`src/hdl/jsu_pkg.sv`:
```
package jsu_pkg;

    typedef enum logic [2:0] {
        MODE_IDLE       = 3'd0,
        MODE_NORMAL     = 3'd1,
        MODE_ESCAPE     = 3'd2,
        MODE_HEX_FIRST  = 3'd3,
        MODE_WANT_BSL   = 3'd4,
        MODE_WANT_U     = 3'd5,
        MODE_HEX_SECOND = 3'd6
    } t_mode;

    typedef enum logic [1:0] {
        KIND_DATA  = 2'd0,
        KIND_END   = 2'd1,
        KIND_ERROR = 2'd2
    } t_kind;

    typedef enum logic [2:0] {
        ERR_NONE          = 3'd0,
        ERR_MISSING_QUOTE = 3'd1,
        ERR_CONTROL       = 3'd2,
        ERR_ESCAPE        = 3'd3,
        ERR_HEX           = 3'd4,
        ERR_SURROGATE     = 3'd5
    } t_err;

    // characters with a meaning in a string body
    localparam logic [7:0] CH_QUOTE = 8'h22;
    localparam logic [7:0] CH_BSL   = 8'h5C;
    localparam logic [7:0] CH_SLASH = 8'h2F;
    localparam logic [7:0] CH_U     = 8'h75;
    localparam logic [7:0] CH_B     = 8'h62;
    localparam logic [7:0] CH_F     = 8'h66;
    localparam logic [7:0] CH_N     = 8'h6E;
    localparam logic [7:0] CH_T     = 8'h74;
    localparam logic [7:0] CH_R     = 8'h72;

    typedef struct packed {
        logic [7:0] in_byte;
        logic       start_string;
    } t_in_req;

    typedef struct packed {
        logic [7:0] out_byte;
        t_kind      kind;
        t_err       error_code;
        logic       last;
    } t_out_req;

    // all results caused by one input byte
    typedef struct packed {
        logic [3:0][7:0] bytes;
        logic [1:0]      last_idx;
        t_kind           kind;
        t_err            code;
    } t_grp;

endpackage

```
`src/hdl/jsu_decode.sv`:
```
module jsu_decode (
    input  logic            i_clk,
    input  logic            i_rst_n,
    input  logic            i_take,
    input  jsu_pkg::t_in_req i_req,
    output logic            o_grp_valid,
    output jsu_pkg::t_grp   o_grp
);
    import jsu_pkg::*;

    t_mode       r_mode, n_mode;
    logic [1:0]  r_hcnt, n_hcnt;
    logic [15:0] r_acc, n_acc;
    logic [9:0]  r_hs, n_hs;

    t_mode       mode_eff;
    logic [1:0]  hcnt_eff;
    logic [15:0] acc_eff;
    logic [9:0]  hs_eff;
    logic [7:0]  c;
    logic        dig_ok;
    logic [3:0]  dig;
    logic [15:0] acc_new;
    logic        hex_done;
    logic        is_high;
    logic        is_low;
    logic [20:0] cp;
    logic [7:0]  esc_val;
    logic        esc_ok;

    assign c        = i_req.in_byte;
    assign mode_eff = i_req.start_string ? MODE_NORMAL : r_mode;
    assign hcnt_eff = i_req.start_string ? 2'd0 : r_hcnt;
    assign acc_eff  = i_req.start_string ? 16'd0 : r_acc;
    assign hs_eff   = i_req.start_string ? 10'd0 : r_hs;

    always_comb begin
        dig_ok = 1'b1;
        dig    = 4'd0;
        if (c >= 8'h30 && c <= 8'h39) begin
            dig = c[3:0];
        end else if ((c >= 8'h41 && c <= 8'h46) || (c >= 8'h61 && c <= 8'h66)) begin
            dig = c[3:0] + 4'd9;
        end else begin
            dig_ok = 1'b0;
        end
    end

    always_comb begin
        esc_ok  = 1'b1;
        esc_val = c;
        case (c) inside
            CH_QUOTE, CH_BSL, CH_SLASH: esc_val = c;
            CH_B:                       esc_val = 8'h08;
            CH_F:                       esc_val = 8'h0C;
            CH_N:                       esc_val = 8'h0A;
            CH_T:                       esc_val = 8'h09;
            CH_R:                       esc_val = 8'h0D;
            default:                    esc_ok  = 1'b0;
        endcase
    end

    assign acc_new  = {acc_eff[11:0], dig};
    assign hex_done = (hcnt_eff == 2'd3);
    assign is_high  = (acc_new >= 16'hD800) && (acc_new <= 16'hDBFF);
    assign is_low   = (acc_new >= 16'hDC00) && (acc_new <= 16'hDFFF);
    assign cp = (mode_eff == MODE_HEX_SECOND) ?
                (21'h10000 + {1'b0, hs_eff, acc_new[9:0]}) : {5'd0, acc_new};

    // next state
    always_comb begin
        n_mode = mode_eff;
        n_hcnt = hcnt_eff;
        n_acc  = acc_eff;
        n_hs   = hs_eff;
        unique case (mode_eff) inside
            MODE_NORMAL: begin
                if (c == CH_QUOTE || c < 8'h20) begin
                    n_mode = MODE_IDLE;
                end else if (c == CH_BSL) begin
                    n_mode = MODE_ESCAPE;
                end
            end
            MODE_ESCAPE: begin
                if (c == CH_U) begin
                    n_mode = MODE_HEX_FIRST;
                    n_hcnt = 2'd0;
                    n_acc  = 16'd0;
                end else if (esc_ok) begin
                    n_mode = MODE_NORMAL;
                end else begin
                    n_mode = MODE_IDLE;
                    n_hcnt = 2'd0;
                    n_acc  = 16'd0;
                    n_hs   = 10'd0;
                end
            end
            MODE_HEX_FIRST, MODE_HEX_SECOND: begin
                if (!dig_ok || (hex_done && mode_eff == MODE_HEX_SECOND && !is_low)) begin
                    n_mode = MODE_IDLE;
                    n_hcnt = 2'd0;
                    n_acc  = 16'd0;
                    n_hs   = 10'd0;
                end else if (!hex_done) begin
                    n_hcnt = hcnt_eff + 2'd1;
                    n_acc  = acc_new;
                end else if (mode_eff == MODE_HEX_FIRST && is_high) begin
                    n_hcnt = 2'd0;
                    n_acc  = 16'd0;
                    n_hs   = acc_new[9:0];
                    n_mode = MODE_WANT_BSL;
                end else begin
                    n_hcnt = 2'd0;
                    n_acc  = 16'd0;
                    n_hs   = 10'd0;
                    n_mode = MODE_NORMAL;
                end
            end
            MODE_WANT_BSL: begin
                if (c == CH_BSL) begin
                    n_mode = MODE_WANT_U;
                end else begin
                    n_mode = MODE_IDLE;
                    n_hcnt = 2'd0;
                    n_acc  = 16'd0;
                    n_hs   = 10'd0;
                end
            end
            MODE_WANT_U: begin
                if (c == CH_U) begin
                    n_mode = MODE_HEX_SECOND;
                    n_hcnt = 2'd0;
                    n_acc  = 16'd0;
                end else begin
                    n_mode = MODE_IDLE;
                    n_hcnt = 2'd0;
                    n_acc  = 16'd0;
                    n_hs   = 10'd0;
                end
            end
            default: begin
                n_mode = MODE_IDLE;
                n_hcnt = 2'd0;
                n_acc  = 16'd0;
                n_hs   = 10'd0;
            end
        endcase
    end

    // result group
    always_comb begin
        o_grp_valid     = 1'b0;
        o_grp.bytes     = '0;
        o_grp.last_idx  = 2'd0;
        o_grp.kind      = KIND_DATA;
        o_grp.code      = ERR_NONE;
        unique case (mode_eff) inside
            MODE_NORMAL: begin
                if (c == CH_QUOTE) begin
                    o_grp_valid = 1'b1;
                    o_grp.kind  = KIND_END;
                end else if (c == 8'h00) begin
                    o_grp_valid = 1'b1;
                    o_grp.kind  = KIND_ERROR;
                    o_grp.code  = ERR_MISSING_QUOTE;
                end else if (c < 8'h20) begin
                    o_grp_valid = 1'b1;
                    o_grp.kind  = KIND_ERROR;
                    o_grp.code  = ERR_CONTROL;
                end else if (c != CH_BSL) begin
                    o_grp_valid    = 1'b1;
                    o_grp.bytes[0] = c;
                end
            end
            MODE_ESCAPE: begin
                if (c != CH_U) begin
                    o_grp_valid = 1'b1;
                    if (esc_ok) begin
                        o_grp.bytes[0] = esc_val;
                    end else begin
                        o_grp.kind = KIND_ERROR;
                        o_grp.code = ERR_ESCAPE;
                    end
                end
            end
            MODE_HEX_FIRST, MODE_HEX_SECOND: begin
                if (!dig_ok) begin
                    o_grp_valid = 1'b1;
                    o_grp.kind  = KIND_ERROR;
                    o_grp.code  = ERR_HEX;
                end else if (hex_done) begin
                    if (mode_eff == MODE_HEX_SECOND && !is_low) begin
                        o_grp_valid = 1'b1;
                        o_grp.kind  = KIND_ERROR;
                        o_grp.code  = ERR_SURROGATE;
                    end else if (!(mode_eff == MODE_HEX_FIRST && is_high)) begin
                        o_grp_valid = 1'b1;
                        if (cp <= 21'h7F) begin
                            o_grp.bytes[0] = cp[7:0];
                        end else if (cp <= 21'h7FF) begin
                            o_grp.bytes[0] = {3'b110, cp[10:6]};
                            o_grp.bytes[1] = {2'b10, cp[5:0]};
                            o_grp.last_idx = 2'd1;
                        end else if (cp <= 21'hFFFF) begin
                            o_grp.bytes[0] = {4'b1110, cp[15:12]};
                            o_grp.bytes[1] = {2'b10, cp[11:6]};
                            o_grp.bytes[2] = {2'b10, cp[5:0]};
                            o_grp.last_idx = 2'd2;
                        end else begin
                            o_grp.bytes[0] = {5'b11110, cp[20:18]};
                            o_grp.bytes[1] = {2'b10, cp[17:12]};
                            o_grp.bytes[2] = {2'b10, cp[11:6]};
                            o_grp.bytes[3] = {2'b10, cp[5:0]};
                            o_grp.last_idx = 2'd3;
                        end
                    end
                end
            end
            MODE_WANT_BSL: begin
                if (c != CH_BSL) begin
                    o_grp_valid = 1'b1;
                    o_grp.kind  = KIND_ERROR;
                    o_grp.code  = ERR_SURROGATE;
                end
            end
            MODE_WANT_U: begin
                if (c != CH_U) begin
                    o_grp_valid = 1'b1;
                    o_grp.kind  = KIND_ERROR;
                    o_grp.code  = ERR_SURROGATE;
                end
            end
            default: begin
                o_grp_valid = 1'b0;
            end
        endcase
    end

    always_ff @(posedge i_clk) begin
        if (!i_rst_n) begin
            r_mode <= MODE_IDLE;
            r_hcnt <= 2'd0;
            r_acc  <= 16'd0;
            r_hs   <= 10'd0;
        end else if (i_take) begin
            r_mode <= n_mode;
            r_hcnt <= n_hcnt;
            r_acc  <= n_acc;
            r_hs   <= n_hs;
        end
    end

endmodule

```
`src/hdl/jsu_serial.sv`:
```
module jsu_serial (
    input  logic              i_clk,
    input  logic              i_rst_n,
    input  logic              i_load,
    input  jsu_pkg::t_grp     i_grp,
    output logic              o_ready,
    output logic              o_out_valid,
    input  logic              i_out_stall,
    output jsu_pkg::t_out_req o_out_req
);
    import jsu_pkg::*;

    logic       r_valid;
    t_grp       r_grp;
    logic [1:0] r_idx;
    logic       take;
    logic       done;

    assign take    = r_valid && !i_out_stall;
    assign done    = take && (r_idx == r_grp.last_idx);
    assign o_ready = !r_valid || done;

    assign o_out_valid          = r_valid;
    assign o_out_req.out_byte   = r_grp.bytes[r_idx];
    assign o_out_req.kind       = r_grp.kind;
    assign o_out_req.error_code = r_grp.code;
    assign o_out_req.last       = (r_idx == r_grp.last_idx);

    always_ff @(posedge i_clk) begin
        if (!i_rst_n) begin
            r_valid <= 1'b0;
            r_idx   <= 2'd0;
        end else if (i_load) begin
            r_valid <= 1'b1;
            r_idx   <= 2'd0;
        end else if (done) begin
            r_valid <= 1'b0;
            r_idx   <= 2'd0;
        end else if (take) begin
            r_idx <= r_idx + 2'd1;
        end
    end

    always_ff @(posedge i_clk) begin
        if (i_load) begin
            r_grp <= i_grp;
        end
    end

endmodule

```
`src/hdl/json_string_unescape_utf8.sv`:
```
// JSON string body unescaper with UTF-8 output.
// Input channel: i_in_valid / o_in_stall carry one text byte per request, with
// start_string set on the first byte after the opening quote.
// Output channel: o_out_valid / i_out_stall carry one result per request: a data
// byte, a string end or an error; last marks the final result of an input byte.
// The first result of a byte is offered in the cycle after the byte is taken.
// Throughput, unstalled: one byte per cycle while each gives at most one result;
// a byte that ends a \u escape gives up to four UTF-8 bytes, sent one per cycle,
// and input is stalled until the last of them is taken. The output buffer holds
// one result group, so a new byte is taken in the same cycle the old group ends.
// Reset: input stalled, scanner idle, output empty; bytes arriving before a
// start are dropped.
// Stall on the output freezes the offered result and, once the group buffer
// is full, raises o_in_stall.
module json_string_unescape_utf8 (
    input  logic              i_clk,
    input  logic              i_rst_n,
    input  logic              i_in_valid,
    output logic              o_in_stall,
    input  jsu_pkg::t_in_req  i_in_req,
    output logic              o_out_valid,
    input  logic              i_out_stall,
    output jsu_pkg::t_out_req o_out_req
);
    import jsu_pkg::*;

    logic take;
    logic ready;
    logic grp_valid;
    t_grp grp;

    assign o_in_stall = !ready || !i_rst_n;
    assign take       = i_in_valid && !o_in_stall;

    jsu_decode u_decode (
        .i_clk       (i_clk),
        .i_rst_n     (i_rst_n),
        .i_take      (take),
        .i_req       (i_in_req),
        .o_grp_valid (grp_valid),
        .o_grp       (grp)
    );

    jsu_serial u_serial (
        .i_clk       (i_clk),
        .i_rst_n     (i_rst_n),
        .i_load      (take && grp_valid),
        .i_grp       (grp),
        .o_ready     (ready),
        .o_out_valid (o_out_valid),
        .i_out_stall (i_out_stall),
        .o_out_req   (o_out_req)
    );

endmodule
```
`config.mk`:
```
export PLATFORM = sky130hd
export DESIGN_NAME = json_string_unescape_utf8
export DESIGN_NICKNAME = d
export VERILOG_FILES = /design/src/hdl/jsu_pkg.sv /design/src/hdl/jsu_decode.sv /design/src/hdl/jsu_serial.sv /design/src/hdl/json_string_unescape_utf8.sv
export SDC_FILE = /design/constraint.sdc
export NUM_CORES = 1
export LEC_CHECK = 0
export BUFFER_PORTS_ARGS = -buffer_cell sky130_fd_sc_hd__buf_2
export CAP_MARGIN = 20
export CORE_UTILIZATION = 65
export DETAILED_ROUTE_END_ITERATION = 8
export HOLD_SLACK_MARGIN = 0.08
export PLACE_DENSITY = 0.81
export SYNTH_ARGS = -nofsm -noshare
export SYNTH_HDL_FRONTEND = slang
export SYNTH_HIERARCHICAL = 1
export SYNTH_SLANG_ARGS = --single-unit
```
`constraint.sdc`:
```
create_clock -name i_clk -period 7.9 [get_ports i_clk]
set_input_delay 0.79 -clock i_clk [delete_from_list [all_inputs] [get_ports i_clk]]
set_output_delay 0.79 -clock i_clk [all_outputs]
set_load 0.02 [all_outputs]
```
==> impl_metrics.csv <==
group,metric,value,unit
critical_path,crit_fanout,28,
logic_synthesis,ys_types,72,
global_routing,antenna_found_initial,0,
global_routing,grt_max_degree,42,
logic_synthesis,ys_warn_count,6,
cells_and_area,layout_common_cells,"nand2_1, edfxtp_1, o21ai_0, nor2_1, dfxtp_1",
logic_synthesis,synth_area_per_cell,9.01,sq um
cells_and_area,diodes,0,
critical_path,rr_worst_depth,8,
global_routing,grt_pass1_wl,19.2,mm
placed_design,dp_hpwl,8.46,mm
logic_synthesis,synth_flop_cell,"edfxtp_1",
global_routing,grt_pass1_vias,3879,
cells_and_area,area_growth,6.87,%
clocking,clock_sinks,69,
critical_path,rr_endpoint,"u_decode/r_hs[8]",
power_and_ir_drop,leakagePower,1.65,nW
critical_path,crit_chain,"buf_2, inv_1, nand2_1, inv_1, ha_1, nand2_1, o21ba_2, o41a_1, or4_1, nand2_1, o21ai_0",
routing,drt_wl_total,11.8,mm
routing,met3_length,1.22,mm
routing,highest_layer,"met4",
cells_and_area,drive_gt1_frac,0.145,
critical_path,crit_top_cell,"nand2_1",
timing,fmax,251,MHz
timing,period_needed,3.99,ns
critical_path,critPathMaxStageDelay,0.63,ns
critical_path,crit_arrival,4.06,ns
critical_path,r2r_slack,4.01,ns
logic_synthesis,synth_edf_count,39,
timing,rsz0062_at_grt,"false",
floorplanning,rows,29,
routing,first_pass_iters,6,
clocking,cts_buffers,9,
timing,setup_viol,0,
logic_synthesis,synth.ff_latch_count,69,
placed_design,pre_cts_slack,3.67,ns
logic_synthesis,yosysSeqAreaShare,0.396,
critical_path,start_kind,"input port",
critical_path,crit_type,"input port to flip-flop",
timing,setup_ws,3.91,ns
clocking,clockBufferDepth,2,
critical_path,cp.required,7.97,ns
clocking,post_cts_buffers,0,
clocking,cts_root_buf,"clkbuf_8",
routing,drc,0,
timing,slew_headroom,0.320,
placed_design,port_buffers,28,
timing,hold_viol_final,0,
timing,fin_skew,0.0128,ns
routing,wl_met2,5.34,mm
cells_and_area,final_common_cell,"nand2_1",
placed_design,gp_congestion,0.956,
clocking,clkLatencyLatePin,0.35,ns
logic_synthesis,synth_cells,497,
routing,drt_iter0_drc,557,
timing,final.period_utilization,0.505,
clocking,cts_tree,"built",
floorplanning,start_util,0.690,
timing,worst_pin_slew,1.01,ns
critical_path,crit_path_top_delay_cell,"or4_1",
routing,routed_via_density,7.09,
logic_synthesis,syn_area,4480,sq um
clocking,h-tree-depth,3,
job,max_cap_viol_count,0,
global_routing,track_usage,0.343,
routing,vias,4174,
power_and_ir_drop,ir_drop,0.127,mV
critical_path,reg2reg_from,"u_serial/r_idx[0]",
timing,setup_tns,0,ns
critical_path,setup.worst_path.end,"u_serial/r_grp[7]",
floorplanning,ios,29,
floorplanning,chipWidth,85.0,um
status,status,"finished, final reports clean",
logic_synthesis,async_reset_ff_frac,0,
floorplanning,fp.coreArea,6490,sq um
cells_and_area,num-nets-final,526,
clocking,cts-hold-fix-buffers,0,
routing,drtAntennaViolNets,0,
critical_path,critPathLaunch,"i_in_req[0]",
timing,slew_violations,0,
worst_hold_path,hold_class,"flip-flop to flip-flop",
power_and_ir_drop,p_per_area,160,nW/um^2
clocking,clk_pin_slew,0.08,ns
floorplanning,die_h,85.0,um
routing,met1_length,4.83,mm
clocking,cts_resized,0,
routing,wire_per_inst,20.0,um
critical_path,endpoint_kind,"flip-flop",
floorplanning,die_area,7230,sq um
global_routing,overflow,0,
-- synthesized netlist by cell type (6+ instances only) --
master | number | area [sq um]
nor2b_1 | 13 | 81.3
nor3_1 | 13 | 65.1
mux4_2 | 6 | 135
nand3_1 | 18 | 90.1
o21ai_0 | 38 | 190
clkbuf_1 | 22 | 82.6
a22oi_1 | 21 | 158
buf_4 | 10 | 75.1
edfxtp_1 | 39 | 1170
nand2_1 | 56 | 210
nor2_1 | 34 | 128
inv_1 | 15 | 56.3
nand2b_1 | 14 | 87.6
o31ai_1 | 8 | 60.1
ha_1 | 6 | 75.1
dfxtp_1 | 30 | 601
a21oi_1 | 29 | 145
a31oi_1 | 6 | 37.5
mux2i_1 | 10 | 100
a32oi_1 | 6 | 52.6
-- through the flow --
step	std cells	power, mW	area (sq um)	util	hold WS [ns]
3_5_place_dp	572	0.457	4570	0.703	0.443
6_report	589	0.765	4790	0.737	0.458
5_1_grt	589	0.787	4790	0.737	0.462
4_1_cts	588	0.765	4780	0.736	0.455
2_1_floorplan	499	0.439	4490	-	0.423
3_3_place_gp	572	0.456	4570	0.703	0.441
-- routing by layer --
| metal | vias up | track usage |
|---|---|---|
| li1 | 1902 | - |
| met1 | 1969 | 0.451 |
| met2 | 253 | 0.522 |
| met3 | 50 | 0.0953 |
| met4 | 0 | 0.171 |
| met5 | - | 0 |
-- layout make-up --
cell class	count	area [sq um]
inverters	15	56.3
repair buffers	34	185
clock buffers	10	128
well taps	77	96.3
fillers	499	1710
clock inverters	6	86.3
flip-flops and latches	69	1770
multi-input cells	378	2460
-- power breakdown --
group          switching (mW)  internal [mW]
Sequential            0.00275          0.384
Combinational          0.0444         0.0205
Clock                   0.136          0.178
Total                   0.183          0.582
-- worst min-delay path by stage --
| stage | cells after the start | slack [ns] | start | end |
|---|---|---|---|---|
| after floorplan | 2 | 0.42 | u_decode/r_hcnt[0] | u_decode/r_hcnt[0] |
| after detailed placement | 2 | 0.44 | u_decode/r_hcnt[0] | u_decode/r_hcnt[0] |
| after CTS | 2 | 0.46 | u_decode/r_hcnt[0] | u_decode/r_hcnt[0] |
| final | 2 | 0.46 | u_decode/r_hcnt[0] | u_decode/r_hcnt[0] |
| after global placement | 2 | 0.44 | u_decode/r_hcnt[0] | u_decode/r_hcnt[0] |
| after global routing | 2 | 0.46 | u_decode/r_hcnt[0] | u_decode/r_hcnt[0] |
-- flip-flops by register name, summed over array words and instances (netlist names) --
signal                count
u_decode/r_acc           12
u_decode/r_hcnt           2
u_decode/r_hs            10
u_decode/r_mode           3
u_serial/o_out_req        5
u_serial/o_out_valid      1
u_serial/r_grp           34
u_serial/r_idx            2
-- kinds of logic after synthesis --
logic type      after synthesis  synth area share
simple gates                195             0.228
compound gates              151             0.228
flops                        69             0.396
buf+inv                      52            0.0561
mux                          19            0.0668
fa+ha+maj                     6            0.0168
xor+xnor                      4           0.00782
other cells                   1          0.000837
-- critical path: cells and delay by family --
| kind | cells | cell delay, ns |
|---|---|---|
| simple gates | 4 | 1.26 |
| compound gates | 3 | 0.91 |
| fa+ha+maj | 1 | 0.21 |
| buf+inv | 3 | 0.87 |
Note: power is estimated with default switching activity, not from simulation.
